--- src/design/gasg_pkg.sv ---
// gasg_pkg: shared types, codes and reset constants for the altitude stability gate
// used by every module of the gnss_altitude_stability_gate_unit; no dependencies
package gasg_pkg;

	localparam int TIME_BITS_DEFAULT   = 32;
	localparam int QUEUE_DEPTH_DEFAULT = 4;

	localparam int ALT_W    = 25;
	localparam int NOW_W    = 32;
	localparam int SATS_W   = 6;
	localparam int AGE_W    = 16;
	localparam int SPREAD_W = 16;
	localparam int CFG_W    = 32;
	localparam int CFG_IDX_W = 3;

	localparam logic signed [ALT_W-1:0] ALT_TOP    = {1'b0, {(ALT_W-1){1'b1}}};
	localparam logic signed [ALT_W-1:0] ALT_BOTTOM = {1'b1, {(ALT_W-1){1'b0}}};

	localparam logic [SATS_W-1:0] BASIC_SATS = 6'd4;

	localparam logic [SATS_W-1:0]   MIN_SATS_RESET   = 6'd6;
	localparam logic [31:0]         WARMUP_RESET     = 32'd8000;
	localparam logic [31:0]         WINDOW_RESET     = 32'd4000;
	localparam logic [SPREAD_W-1:0] MAX_SPREAD_RESET = 16'd800;
	localparam logic [AGE_W-1:0]    MAX_AGE_RESET    = 16'd3000;

	// configuration register indexes
	typedef enum logic [CFG_IDX_W-1:0] {
		REG_MIN_SATS   = 3'd0,
		REG_WARMUP     = 3'd1,
		REG_WINDOW     = 3'd2,
		REG_MAX_SPREAD = 3'd3,
		REG_MAX_AGE    = 3'd4
	} cfg_reg_t;

	// result status codes
	typedef enum logic [2:0] {
		ST_OK         = 3'd0,
		ST_LOC_BAD    = 3'd1,
		ST_FEW_SATS   = 3'd2,
		ST_ALT_BAD    = 3'd3,
		ST_WARMING    = 3'd4,
		ST_SPREAD_BIG = 3'd5,
		ST_CLEARED    = 3'd6
	} status_t;

	// outcome of the front classification, carried through the queue
	typedef enum logic [2:0] {
		KIND_EVAL     = 3'd0,
		KIND_CLEAR    = 3'd1,
		KIND_LOC_BAD  = 3'd2,
		KIND_FEW_SATS = 3'd3,
		KIND_ALT_BAD  = 3'd4
	} item_kind_t;

	localparam int KIND_W = $bits(item_kind_t);

	typedef struct packed {
		logic [SATS_W-1:0]   min_sats;
		logic [31:0]         warmup_ms;
		logic [31:0]         window_ms;
		logic [SPREAD_W-1:0] max_spread_cm;
		logic [AGE_W-1:0]    max_age_ms;
	} cfg_t;

endpackage

--- src/design/gasg_front.sv ---
// gasg_front: accepts input transactions and classifies each one before the queue
// depends on gasg_pkg
module gasg_front #(
	parameter int TIME_BITS = gasg_pkg::TIME_BITS_DEFAULT
) (
	input  logic                             in_valid,
	output logic                             in_stall,
	input  logic                             operation,
	input  logic [gasg_pkg::NOW_W-1:0]       now_ms,
	input  logic                             location_valid,
	input  logic [gasg_pkg::AGE_W-1:0]       location_age_ms,
	input  logic                             altitude_valid,
	input  logic [gasg_pkg::AGE_W-1:0]       altitude_age_ms,
	input  logic                             sats_valid,
	input  logic [gasg_pkg::SATS_W-1:0]      sat_count,
	input  logic signed [gasg_pkg::ALT_W-1:0] altitude_cm,
	input  gasg_pkg::cfg_t                   cfg,
	input  logic                             q_full,
	output logic                             q_push,
	output gasg_pkg::item_kind_t             q_kind,
	output logic [TIME_BITS-1:0]             q_now,
	output logic signed [gasg_pkg::ALT_W-1:0] q_alt
);
	import gasg_pkg::*;

	localparam int EXT_W = (TIME_BITS > NOW_W) ? TIME_BITS : NOW_W;

	logic              loc_ok;
	logic              alt_ok;
	logic [SATS_W-1:0] sats;
	logic              sats_low;
	logic [EXT_W-1:0]  now_ext;

	assign in_stall = q_full;
	assign q_push   = in_valid && !q_full;

	assign loc_ok   = location_valid && (location_age_ms <= cfg.max_age_ms);
	assign alt_ok   = altitude_valid && (altitude_age_ms <= cfg.max_age_ms);
	assign sats     = sats_valid ? sat_count : '0;
	assign sats_low = (sats < BASIC_SATS) || (sats < cfg.min_sats);

	// time kept modulo 2^TIME_BITS
	assign now_ext = EXT_W'(now_ms);
	assign q_now   = now_ext[TIME_BITS-1:0];
	assign q_alt   = altitude_cm;

	always_comb begin
		if (operation) begin
			q_kind = KIND_CLEAR;
		end else if (!loc_ok) begin
			q_kind = KIND_LOC_BAD;
		end else if (sats_low) begin
			q_kind = KIND_FEW_SATS;
		end else if (!alt_ok) begin
			q_kind = KIND_ALT_BAD;
		end else begin
			q_kind = KIND_EVAL;
		end
	end

endmodule

--- src/design/gasg_queue.sv ---
// gasg_queue: short first-in first-out queue between the classifying front and the tracker
// depends on gasg_pkg only for the default depth
module gasg_queue #(
	parameter int DATA_W = 8,
	parameter int DEPTH  = gasg_pkg::QUEUE_DEPTH_DEFAULT
) (
	input  logic              clk,
	input  logic              arst_n,
	input  logic              push,
	input  logic [DATA_W-1:0] push_data,
	output logic              full,
	input  logic              pop,
	output logic              pop_valid,
	output logic [DATA_W-1:0] pop_data
);
	import gasg_pkg::*;

	localparam int AW   = (DEPTH > 1) ? $clog2(DEPTH) : 1;
	localparam int CNTW = $clog2(DEPTH + 1);

	logic [DATA_W-1:0] entry_q [DEPTH];
	logic [AW-1:0]     wr_ptr_q;
	logic [AW-1:0]     rd_ptr_q;
	logic [CNTW-1:0]   count_q;
	logic              do_push;
	logic              do_pop;

	assign full      = (count_q == CNTW'(DEPTH));
	assign pop_valid = (count_q != '0);
	assign pop_data  = entry_q[rd_ptr_q];
	assign do_push   = push && !full;
	assign do_pop    = pop && pop_valid;

	always_ff @(posedge clk) begin
		if (do_push) begin
			entry_q[wr_ptr_q] <= push_data;
		end
	end

	always_ff @(posedge clk or negedge arst_n) begin
		if (!arst_n) begin
			wr_ptr_q <= '0;
			rd_ptr_q <= '0;
			count_q  <= '0;
		end else begin
			if (do_push) begin
				wr_ptr_q <= (wr_ptr_q == AW'(DEPTH - 1)) ? '0 : wr_ptr_q + AW'(1);
			end
			if (do_pop) begin
				rd_ptr_q <= (rd_ptr_q == AW'(DEPTH - 1)) ? '0 : rd_ptr_q + AW'(1);
			end
			if (do_push && !do_pop) begin
				count_q <= count_q + CNTW'(1);
			end else if (do_pop && !do_push) begin
				count_q <= count_q - CNTW'(1);
			end
		end
	end

	a_count_bound: assert property (@(posedge clk) disable iff (!arst_n)
		count_q <= CNTW'(DEPTH))
		else $error("queue count beyond depth");

	a_count_track: assert property (@(posedge clk) disable iff (!arst_n)
		(do_push && !do_pop) |=> (count_q == $past(count_q) + CNTW'(1)))
		else $error("queue count missed a push");

	a_ptr_gap: assert property (@(posedge clk) disable iff (!arst_n)
		(count_q == '0) |-> (wr_ptr_q == rd_ptr_q))
		else $error("empty queue with pointers apart");

endmodule

--- src/design/gasg_back.sv ---
// gasg_back: altitude tracker state, window and warm-up timing, spread check and result register
// depends on gasg_pkg
module gasg_back #(
	parameter int TIME_BITS = gasg_pkg::TIME_BITS_DEFAULT
) (
	input  logic                              clk,
	input  logic                              arst_n,
	input  gasg_pkg::cfg_t                    cfg,
	input  logic                              q_valid,
	input  gasg_pkg::item_kind_t              q_kind,
	input  logic [TIME_BITS-1:0]              q_now,
	input  logic signed [gasg_pkg::ALT_W-1:0] q_alt,
	output logic                              q_pop,
	output logic                              out_valid,
	input  logic                              out_stall,
	output logic                              fix_ok,
	output gasg_pkg::status_t                 status
);
	import gasg_pkg::*;

	localparam int EXT_W = (TIME_BITS > 32) ? TIME_BITS : 32;

	// tracker state
	logic                    fix_seen_q;
	logic [TIME_BITS-1:0]    first_q;
	logic [TIME_BITS-1:0]    win_start_q;
	logic signed [ALT_W-1:0] min_q;
	logic signed [ALT_W-1:0] max_q;

	// first stage: status plus the updated extremes for the spread check
	logic                    valid_s1;
	status_t                 status_s1;
	logic                    check_s1;
	logic signed [ALT_W-1:0] min_s1;
	logic signed [ALT_W-1:0] max_s1;

	logic    out_valid_q;
	logic    fix_q;
	status_t status_q;

	logic                    out_ready;
	logic                    s1_ready;
	logic [TIME_BITS-1:0]    eff_first;
	logic [TIME_BITS-1:0]    eff_win;
	logic signed [ALT_W-1:0] eff_min;
	logic signed [ALT_W-1:0] eff_max;
	logic [TIME_BITS-1:0]    warm_elapsed;
	logic [TIME_BITS-1:0]    win_elapsed;
	logic                    warming;
	logic                    restart;
	logic signed [ALT_W-1:0] base_min;
	logic signed [ALT_W-1:0] base_max;
	logic signed [ALT_W-1:0] new_min;
	logic signed [ALT_W-1:0] new_max;
	logic [ALT_W:0]          spread;
	logic                    spread_ok;

	assign out_ready = !out_valid_q || !out_stall;
	assign s1_ready  = !valid_s1 || out_ready;
	assign q_pop     = q_valid && s1_ready;

	// a first passing fix starts both timers at the current time
	assign eff_first = fix_seen_q ? first_q     : q_now;
	assign eff_win   = fix_seen_q ? win_start_q : q_now;
	assign eff_min   = fix_seen_q ? min_q       : ALT_TOP;
	assign eff_max   = fix_seen_q ? max_q       : ALT_BOTTOM;

	assign warm_elapsed = q_now - eff_first;
	assign win_elapsed  = q_now - eff_win;
	assign warming = EXT_W'(warm_elapsed) < EXT_W'(cfg.warmup_ms);
	assign restart = EXT_W'(win_elapsed) > EXT_W'(cfg.window_ms);

	assign base_min = restart ? ALT_TOP    : eff_min;
	assign base_max = restart ? ALT_BOTTOM : eff_max;
	assign new_min  = (q_alt < base_min) ? q_alt : base_min;
	assign new_max  = (q_alt > base_max) ? q_alt : base_max;

	// extremes always bracket the latest altitude, so the spread is never negative
	assign spread    = (ALT_W+1)'(max_s1) - (ALT_W+1)'(min_s1);
	assign spread_ok = spread <= (ALT_W+1)'(cfg.max_spread_cm);

	always_ff @(posedge clk or negedge arst_n) begin
		if (!arst_n) begin
			fix_seen_q  <= 1'b0;
			first_q     <= '0;
			win_start_q <= '0;
			min_q       <= ALT_TOP;
			max_q       <= ALT_BOTTOM;
		end else if (q_pop) begin
			case (q_kind)
				KIND_CLEAR: begin
					fix_seen_q  <= 1'b0;
					first_q     <= '0;
					win_start_q <= '0;
					min_q       <= ALT_TOP;
					max_q       <= ALT_BOTTOM;
				end
				KIND_EVAL: begin
					fix_seen_q <= 1'b1;
					first_q    <= eff_first;
					if (warming) begin
						win_start_q <= eff_win;
						min_q       <= eff_min;
						max_q       <= eff_max;
					end else begin
						win_start_q <= restart ? q_now : eff_win;
						min_q       <= new_min;
						max_q       <= new_max;
					end
				end
				default: begin
				end
			endcase
		end
	end

	always_ff @(posedge clk or negedge arst_n) begin
		if (!arst_n) begin
			valid_s1 <= 1'b0;
		end else if (s1_ready) begin
			valid_s1 <= q_valid;
		end
	end

	always_ff @(posedge clk) begin
		if (q_pop) begin
			check_s1 <= (q_kind == KIND_EVAL) && !warming;
			min_s1   <= new_min;
			max_s1   <= new_max;
			case (q_kind)
				KIND_CLEAR:    status_s1 <= ST_CLEARED;
				KIND_LOC_BAD:  status_s1 <= ST_LOC_BAD;
				KIND_FEW_SATS: status_s1 <= ST_FEW_SATS;
				KIND_ALT_BAD:  status_s1 <= ST_ALT_BAD;
				KIND_EVAL:     status_s1 <= warming ? ST_WARMING : ST_OK;
				default:       status_s1 <= ST_CLEARED;
			endcase
		end
	end

	always_ff @(posedge clk or negedge arst_n) begin
		if (!arst_n) begin
			out_valid_q <= 1'b0;
		end else if (out_ready) begin
			out_valid_q <= valid_s1;
		end
	end

	always_ff @(posedge clk) begin
		if (out_ready && valid_s1) begin
			if (check_s1) begin
				fix_q    <= spread_ok;
				status_q <= spread_ok ? ST_OK : ST_SPREAD_BIG;
			end else begin
				fix_q    <= 1'b0;
				status_q <= status_s1;
			end
		end
	end

	assign out_valid = out_valid_q;
	assign fix_ok    = fix_q;
	assign status    = status_q;

	a_fix_status: assert property (@(posedge clk) disable iff (!arst_n)
		out_valid_q |-> (fix_q == (status_q == ST_OK)))
		else $error("fix flag and status disagree");

	a_extremes: assert property (@(posedge clk) disable iff (!arst_n)
		(valid_s1 && check_s1) |-> (min_s1 <= max_s1))
		else $error("window extremes crossed");

	a_clear_only: assert property (@(posedge clk) disable iff (!arst_n)
		$fell(fix_seen_q) |-> $past(q_pop && (q_kind == KIND_CLEAR)))
		else $error("tracker dropped its fix without a clear");

endmodule

--- src/design/gnss_altitude_stability_gate_unit.sv ---
// gnss_altitude_stability_gate_unit: top level of the gnss fix qualifier with altitude stability gate
// holds the configuration registers; instantiates gasg_front, gasg_queue and gasg_back from gasg_pkg
//
//   channel | handshake                  | payload
//   --------+----------------------------+-----------------------------------------------
//   input   | in_valid / in_stall        | operation, now_ms, validity flags, ages,
//           |                            | sat_count, altitude_cm
//   output  | out_valid / out_stall      | fix_ok, status
//   config  | cfg_write_en               | cfg_index, cfg_data
//
// one transaction per cycle sustained while out_stall stays low; each input transaction passes the
// queue, the tracker stage and the spread check stage into the output register
// the tracker state is updated as each item is popped, so items follow back to back without bubbles
// in_stall rises only when the queue is full; out_stall backs up the result register, then
// the tracker stage, then the queue, each side stalling on its own
// reset clears handshake control, tracker state and configuration to their reset values
module gnss_altitude_stability_gate_unit #(
	parameter int TIME_BITS   = gasg_pkg::TIME_BITS_DEFAULT,
	parameter int QUEUE_DEPTH = gasg_pkg::QUEUE_DEPTH_DEFAULT
) (
	input  logic                              clk,
	input  logic                              arst_n,
	// configuration write port
	input  logic                              cfg_write_en,
	input  logic [gasg_pkg::CFG_IDX_W-1:0]    cfg_index,
	input  logic [gasg_pkg::CFG_W-1:0]        cfg_data,
	// input channel
	input  logic                              in_valid,
	output logic                              in_stall,
	input  logic                              operation,
	input  logic [gasg_pkg::NOW_W-1:0]        now_ms,
	input  logic                              location_valid,
	input  logic [gasg_pkg::AGE_W-1:0]        location_age_ms,
	input  logic                              altitude_valid,
	input  logic [gasg_pkg::AGE_W-1:0]        altitude_age_ms,
	input  logic                              sats_valid,
	input  logic [gasg_pkg::SATS_W-1:0]       sat_count,
	input  logic signed [gasg_pkg::ALT_W-1:0] altitude_cm,
	// output channel
	output logic                              out_valid,
	input  logic                              out_stall,
	output logic                              fix_ok,
	output logic [2:0]                        status
);
	import gasg_pkg::*;

	// queue word: kind, wrapped time, altitude
	localparam int QW = KIND_W + TIME_BITS + ALT_W;

	cfg_t cfg_q;

	logic                    q_full;
	logic                    q_push;
	item_kind_t              f_kind;
	logic [TIME_BITS-1:0]    f_now;
	logic signed [ALT_W-1:0] f_alt;
	logic [QW-1:0]           push_word;
	logic [QW-1:0]           pop_word;
	logic                    q_valid;
	logic                    q_pop;
	item_kind_t              b_kind;
	logic [TIME_BITS-1:0]    b_now;
	logic signed [ALT_W-1:0] b_alt;
	status_t                 b_status;

	// configuration registers; the user must write them only while the block is idle, the block does not enforce it
	always_ff @(posedge clk or negedge arst_n) begin
		if (!arst_n) begin
			cfg_q.min_sats      <= MIN_SATS_RESET;
			cfg_q.warmup_ms     <= WARMUP_RESET;
			cfg_q.window_ms     <= WINDOW_RESET;
			cfg_q.max_spread_cm <= MAX_SPREAD_RESET;
			cfg_q.max_age_ms    <= MAX_AGE_RESET;
		end else if (cfg_write_en) begin
			case (cfg_index)
				REG_MIN_SATS:   cfg_q.min_sats      <= cfg_data[SATS_W-1:0];
				REG_WARMUP:     cfg_q.warmup_ms     <= cfg_data[31:0];
				REG_WINDOW:     cfg_q.window_ms     <= cfg_data[31:0];
				REG_MAX_SPREAD: cfg_q.max_spread_cm <= cfg_data[SPREAD_W-1:0];
				REG_MAX_AGE:    cfg_q.max_age_ms    <= cfg_data[AGE_W-1:0];
				default: begin
					// unknown index, ignored
				end
			endcase
		end
	end

	// front: handshake and fix classification
	gasg_front #(
		.TIME_BITS(TIME_BITS)
	) u_front (
		.in_valid        (in_valid),
		.in_stall        (in_stall),
		.operation       (operation),
		.now_ms          (now_ms),
		.location_valid  (location_valid),
		.location_age_ms (location_age_ms),
		.altitude_valid  (altitude_valid),
		.altitude_age_ms (altitude_age_ms),
		.sats_valid      (sats_valid),
		.sat_count       (sat_count),
		.altitude_cm     (altitude_cm),
		.cfg             (cfg_q),
		.q_full          (q_full),
		.q_push          (q_push),
		.q_kind          (f_kind),
		.q_now           (f_now),
		.q_alt           (f_alt)
	);

	assign push_word = {f_kind, f_now, f_alt};

	// decoupling queue between classification and tracking
	gasg_queue #(
		.DATA_W (QW),
		.DEPTH  (QUEUE_DEPTH)
	) u_queue (
		.clk       (clk),
		.arst_n    (arst_n),
		.push      (q_push),
		.push_data (push_word),
		.full      (q_full),
		.pop       (q_pop),
		.pop_valid (q_valid),
		.pop_data  (pop_word)
	);

	assign b_kind = item_kind_t'(pop_word[QW-1 -: KIND_W]);
	assign b_now  = pop_word[ALT_W +: TIME_BITS];
	assign b_alt  = pop_word[ALT_W-1:0];

	// back: tracker state, warm-up and window timing, spread check
	gasg_back #(
		.TIME_BITS(TIME_BITS)
	) u_back (
		.clk       (clk),
		.arst_n    (arst_n),
		.cfg       (cfg_q),
		.q_valid   (q_valid),
		.q_kind    (b_kind),
		.q_now     (b_now),
		.q_alt     (b_alt),
		.q_pop     (q_pop),
		.out_valid (out_valid),
		.out_stall (out_stall),
		.fix_ok    (fix_ok),
		.status    (b_status)
	);

	assign status = b_status;

endmodule

--- config.mk ---
export PLATFORM = sky130hd
export DESIGN_NAME = gnss_altitude_stability_gate_unit
export DESIGN_NICKNAME = d
export VERILOG_FILES = /design/src/design/gasg_pkg.sv /design/src/design/gasg_front.sv /design/src/design/gasg_queue.sv /design/src/design/gasg_back.sv /design/src/design/gnss_altitude_stability_gate_unit.sv
export SDC_FILE = /design/constraint.sdc
export NUM_CORES = 1
export LEC_CHECK = 0
export ABC_AREA = 1
export BUFFER_PORTS_ARGS = -buffer_cell sky130_fd_sc_hd__clkbuf_2
export CORE_UTILIZATION = 40
export CTS_CLUSTER_DIAMETER = 60
export DETAILED_ROUTE_END_ITERATION = 10
export PLACE_DENSITY = 0.59
export SLEW_MARGIN = 5
export SYNTH_ARGS = -nofsm -noshare
export SYNTH_HDL_FRONTEND = slang
export SYNTH_SLANG_ARGS = --single-unit
export TNS_END_PERCENT = 50
--- constraint.sdc ---
create_clock -name clk -period 8.2 [get_ports clk]
set_input_delay 1.64 -clock clk [delete_from_list [all_inputs] [get_ports clk]]
set_output_delay 1.64 -clock clk [all_outputs]
set_load 0.01 [all_outputs]
* Word-level counts from Yosys, hierarchy flattened
Memories as Yosys holds them, arrays and structs flattened. Index checks and enable logic that the tools add are counted.
Cells by class: equal/unequal tests 11, multiplexer cells 32, $lt $le $gt $ge 9, reduce and logical (&&, ||, !) cells 31, $add $sub $neg 7
Operator list (number):
- 2-to-1 mux 25 bit | 8
- 2-to-1 mux 32 bit | 4
- case mux 32 bit (2 select lines) | 2
- case mux 25 bit (2 select lines) | 2
- subtractor 32 bit | 2
- > comparator 32 bit | 1
- <= comparator 16 bit | 2
- less-than comparator 32 bit | 1
- 2-to-1 mux 3 bit | 9
- <= comparator 26 x 16 -> 1 bit | 1
- subtractor 25 x 25 -> 26 bit | 1
- > comparator 25 bit | 1
- less-than comparator 25 bit | 1
- equality test 3 x 2 -> 1 bit (second input constant) | 4
- case mux 3 bit (4 select lines) | 1
- AND reduction 2 bit | 6
- logical AND 1 bit | 10
- equality test 3 bit (second input constant) | 3
- logical NOT 1 bit | 7
- equality test 3 x 1 -> 1 bit (second input constant) | 2
- logical NOT 3 bit | 2
- less-than comparator 6 x 3 -> 1 bit (second input constant) | 1
- less-than comparator 6 bit | 1
- 2-to-1 mux 6 bit | 1
- other kinds (10) | 17
Storage, ports and cells: logic and storage cells 112, RAM bits 240, output and inout bits 6, memories 1, register bits after elaboration 284
Memory list:
- u_queue.entry_q | depth 4, bits a word 60, read ports 1, clocked after Yosys merged registers in 0, wr ports 1, line gasg_queue.sv:21 | logic [DATA_W-1:0] entry_q [DEPTH];

* Longest topological paths before layout
An unclocked memory read counts as a cell.
word-level depth 9, gate-level depth with buffers 52, gate-level depth less buffers 48

* Cells and area by module
From an unflattened synthesis, not the netlist that was laid out.
Second synthesis, totals: cells, all modules 3785, area total of the unflattened synthesis 32462.4 um^2
Modules (own cells, without submodules):
- gasg_back | instances 1, cells each 2346, area an instance 16597.2 um^2, sequential area each 4700.8 um^2
- gasg_queue | instances 1, cells each 760, area an instance 10329.9 um^2, sequential area each 7382.1 um^2
- gnss_altitude_stability_gate_unit | instances 1, cells each 453, area an instance 4055.1 um^2, sequential area each 2582.5 um^2
- gasg_front | instances 1, cells each 226, area an instance 1480.2 um^2, sequential area each 0.0 um^2

* Worst setup path after synthesis
Ideal clock, no wire load.
path type reg-to-reg, start point register u_queue.rd_ptr_q[0], end point register u_back.min_s1[10], data pin, buffers on the path 5, cell stages (with the launch flop) 47, slack 1.751 ns, required time 7.946 ns, data arrival time 6.195 ns, cells stage by stage dfrtp_1 inv_2 buf_6 buf_4 clkbuf_1 nand2_1 a32o_1 inv_1 nand2_1 o21ai_0 inv_1 ha_1 a21oi_1 o21ai_1 a21oi_1 o21ai_1 a21boi_1 o21ai_1 [... 11 more ...] nand3_1 a21oi_1 nand2_1 nand2_2 inv_2 clkbuf_1 nor3_1 ha_1 a21o_1 a221oi_1 nor3_1 a211oi_1 nand2_1 nand2_1 nand2_2 buf_4 nand2_1 nand2_1
On the way: cells in the longest elaborated chain, start to end 7
Ends and longest elaborated chain:
- from (decl) | line gasg_queue.sv:23 | logic [AW-1:0] rd_ptr_q;
- from (signal assigned) | line gasg_queue.sv:50 | rd_ptr_q <= (rd_ptr_q == AW'(DEPTH - 1)) ? '0 : rd_ptr_q + AW'(1);
- memory (4 x 60 bit) *
- 2-to-1 mux 32 bit | line gasg_back.sv:64 | assign eff_win = fix_seen_q ? win_start_q : q_now;
- subtractor 32 bit | line gasg_back.sv:69 | assign win_elapsed = q_now - eff_win;
- > comparator 32 bit | line gasg_back.sv:71 | assign restart = EXT_W'(win_elapsed) > EXT_W'(cfg.window_ms);
- 2-to-1 mux 25 bit | line gasg_back.sv:73 | assign base_min = restart ? ALT_TOP : eff_min;
- less-than comparator 25 bit | line gasg_back.sv:75 | assign new_min = (q_alt < base_min) ? q_alt : base_min;
- 2-to-1 mux 25 bit * | line gasg_back.sv:75
- via u_back.new_min[10] | line gasg_back.sv:53 | logic signed [ALT_W-1:0] new_min;
- to (signal assigned) | line gasg_back.sv:128 | min_s1 <= new_min;
- to (decl) | line gasg_back.sv:34 | logic signed [ALT_W-1:0] min_s1;
Mark *: on every way through the listed nets, which the timed path passes. The rest lies on a longest branch. A chain may end at the register's enable or synchronous reset.

* Final worst setup path
start point register u_queue.rd_ptr_q[0], end point register u_back.max_s1[19], data pin
On the way: cells in the longest elaborated chain, start to end 7
Ends and longest elaborated chain:
- memory (4 x 60 bit) *
- 2-to-1 mux 32 bit | line gasg_back.sv:64
- subtractor 32 bit | line gasg_back.sv:69
- > comparator 32 bit | line gasg_back.sv:71
- 2-to-1 mux 25 bit | line gasg_back.sv:74 | assign base_max = restart ? ALT_BOTTOM : eff_max;
- > comparator 25 bit | line gasg_back.sv:76 | assign new_max = (q_alt > base_max) ? q_alt : base_max;
- 2-to-1 mux 25 bit * | line gasg_back.sv:76
- via u_back.new_max[19] | line gasg_back.sv:54 | logic signed [ALT_W-1:0] new_max;
- to (signal assigned) | line gasg_back.sv:129 | max_s1 <= new_max;
- to (decl) | line gasg_back.sv:35 | logic signed [ALT_W-1:0] max_s1;
Marked as above.

==> results.py <==
metrics = {
    "synth": {
        "synth_seq_area_share": 0.469,
        "synth_area_sq_um": 31300,
        "synth_most_common_cell": "nand2_1",
        "synth_top_cells_by_area": "edfxtp_1 29%, dfrtp_1 14%, nand2_1 11%",
        "synth-edff-count": 298,
        "netlist_instances": 3665,
        "syn_nets": 4065,
        "synthFlopType": "edfxtp_1",
        "ys_types": 59,
        "synth_seq_cells": 524,
        "ys_warn_count": 0,
        "synth_top_area_share": 0.286,
        "synth_commonest_cells": "884 x nand2_1, 559 x inv_1, 365 x o21ai_0",
        "async_flop_share": 0.431,
        "synth.avg_cell_area_sq_um": 8.54,
        "yosysTopAreaCell": "edfxtp_1",
    },
    "drt": {
        "wl_per_cell_um": 16.4,
        "drtIter0Drc": 1730,
        "drc": 0,
        "wirelength_um": 79900,
        "routed_via_density": 5.05,
        "dr_total_vias": 24600,
        "ant_nets": 0,
        "firstDrtPassIters": 5,
    },
    "critical_path": {
        "slowest_stage": "dfrtp_4",
        "worstReg2RegEnd": "u_back.max_s1[19]$_DFFE_PP_",
        "crit_required_ps": 8540,
        "worstPathMaxFanout": 22,
        "r2r_cells": 45,
        "endpoint_kind": "flop",
        "crit_path_start_kind": "flop",
        "crit_type": "reg -> reg",
        "cp_slowest_stage_delay_ps": 530,
        "crit_top_cell": "nand2_1",
        "r2r-start": "u_queue.rd_ptr_q[0]$_DFFE_PN0P_",
        "crit_arrival_ps": 7770,
        "r2r_slack_ps": 770,
    },
    "placed_design": {
        "placement.io_buffers": 144,
        "gp_congestion": 0.884,
        "hpwl_um": 56700,
    },
    "worst_hold_path": {
        "hp-class": "reg -> reg",
        "worstHoldStart": "u_back.min_q[6]$_DFFE_PN1P_",
        "hold_end": "u_back.min_q[6]$_DFFE_PN1P_",
        "min_path_cells": 2,
    },
    "timing": {
        "setup_viol": 0,
        "setup_tns_ps": 0,
        "max_freq_mhz": 135,
        "whs_ps": 475,
        "fin_crit_sh": 0.907,
        "slew_viol_final": 0,
        "worst_pin_slew_ps": 1070,
        "rsz0062_at_grt": "false",
        "fin_skew_ps": 26.5,
        "timing_hold_violations_final": 0,
        "fin_crit_ps": 7430,
        "relSlewSlack": 0.288,
    },
    "grt": {
        "use_met2": 0.296,
        "grt_first_pass_wirelength_um": 126000,
        "grtUsageMet1": 0.310,
        "grt_usage": 0.201,
        "grt.overflow.total": 0,
        "grt_max_degree": 155,
        "grt_pass1_vias": 22900,
        "grt_busiest_layer": "met1",
        "met3_usage": 0.0260,
        "antenna_found_initial": 2,
    },
    "final_layout": {
        "n_antenna_cell": 0,
        "drive_gt1_frac": 0.109,
        "area_growth_pct": 12.6,
        "utilization": 0.455,
        "nets": 4187,
    },
    "clock_tree": {
        "numCtsBuffers": 58,
        "htreeDepth": 2,
        "cts.sinks": 524,
        "clkTransAtPathRegs_ps": 70,
        "cts_setup_buffers": 0,
        "clk_latency_ps": 640,
        "clockBufferDepth": 3,
        "cts_tree": "yes",
        "cts-root-buf": "clkbuf_16",
    },
    "outcome": {
        "status": "finished, final reports clean",
    },
    "floorplanning": {
        "die_w_um": 282,
        "die-area_sq_um": 79300,
        "num_rows": 102,
        "io-pin-count": 145,
        "start_util": 0.404,
        "die_h_um": 282,
        "coreArea_sq_um": 77500,
    },
    "job": {
        "cap_violations": 0,
    },
}
[per-stage QoR]
stage | setup slack, ps | cell area (sq um) | instances
2_1_floorplan | 1750 | 31300 | 3665
3_3_place_gp | 527 | 33200 | 4764
3_5_place_dp | 451 | 33200 | 4764
4_1_cts | 417 | 35100 | 4874
5_1_grt | 1.55 | 35200 | 4877
6_report | 766 | 35200 | 4877
[worst max path at each step]
stage | endpoint | startpoint | depth (start not counted) | slack [ps]
floorplan | u_back.min_s1[10]$_DFFE_PP_ | u_queue.rd_ptr_q[0]$_DFFE_PN0P_ | 46 | 1750
global placement | u_back.max_s1[14]$_DFFE_PP_ | u_queue.rd_ptr_q[0]$_DFFE_PN0P_ | 44 | 530
detailed placement | u_back.max_q[18]$_DFFE_PN0P_ | u_queue.rd_ptr_q[0]$_DFFE_PN0P_ | 47 | 450
CTS | u_back.max_q[18]$_DFFE_PN0P_ | u_queue.rd_ptr_q[0]$_DFFE_PN0P_ | 42 | 420
global route | u_back.min_s1[10]$_DFFE_PP_ | u_queue.rd_ptr_q[0]$_DFFE_PN0P_ | 46 | 2
finish | u_back.max_s1[19]$_DFFE_PP_ | u_queue.rd_ptr_q[0]$_DFFE_PN0P_ | 45 | 770
[layout make-up]
cell class / count / area, sq um
Clock buffer: 85 / 1680
Clock inverter: 25 / 282
Fill cell: 7554 / 42300
Inverter: 569 / 2140
Multi-Input combinational cell: 2446 / 14000
Sequential cell: 524 / 14700
Tap cell: 1040 / 1300
Timing Repair Buffer: 188 / 1100
[repair_timing]
action,in CTS,in global routing
resized for setup,0,15
setup endpoints to repair,0,98
hold buffers,0,0
[state kept, by name, summed over array words and instances (netlist names), 25 cells and up]
name and flops:
u_queue.entry_q 240, u_back.min_q 25, u_back.max_q 25, cfg_q 102
u_back.min_s1 25, u_back.first_q 32, u_back.max_s1 25, u_back.win_start_q 32
[logic make-up (layout without fill, tap and decap cells)]
family                   Yosys count  in the layout  share of synthesized area
AND/OR/NAND/NOR                 1279           1279                      0.169
flip-flops                       524            524                      0.469
multiplexers                       1              1                   0.000360
XOR/XNOR                          81             81                     0.0229
AO/OA/AOI/OAI                    821            824                      0.147
adder cells (fa/ha/maj)          261            261                      0.105
buffers and inverters            698            867                     0.0870
[worst max-delay path: cells and delay by family, from the launching register on]
family | cells | cell delay (ps)
fa+ha+maj | 3 | 950
buf+inv | 7 | 990
simple gates | 20 | 1790
flops | 1 | 530
compound gates | 14 | 2550
xor+xnor | 1 | 300
[routing by layer]
layer	routed length (um)	share of wire	vias to the layer above
li1	-	-	12500
met1	41000	0.51	11500
met2	33200	0.41	611
met3	4230	0.053	95
met4	1500	0.019	4
met5	24	0.00030	-
[placed cells by master (no fill, tap or decap), drive strengths merged, types with 51 or more instances in the layout]
cell type	instances
nand2	896
inv	575
o21ai	388
edfxtp	298
ha	258
a21oi	257
clkbuf	228
dfrtp	177
nor2	174
nand3	88
xor2	55
o22ai	51
Power is not shown: default switching activity piles up to over one toggle a cycle in this logic, so the estimate is an artifact.
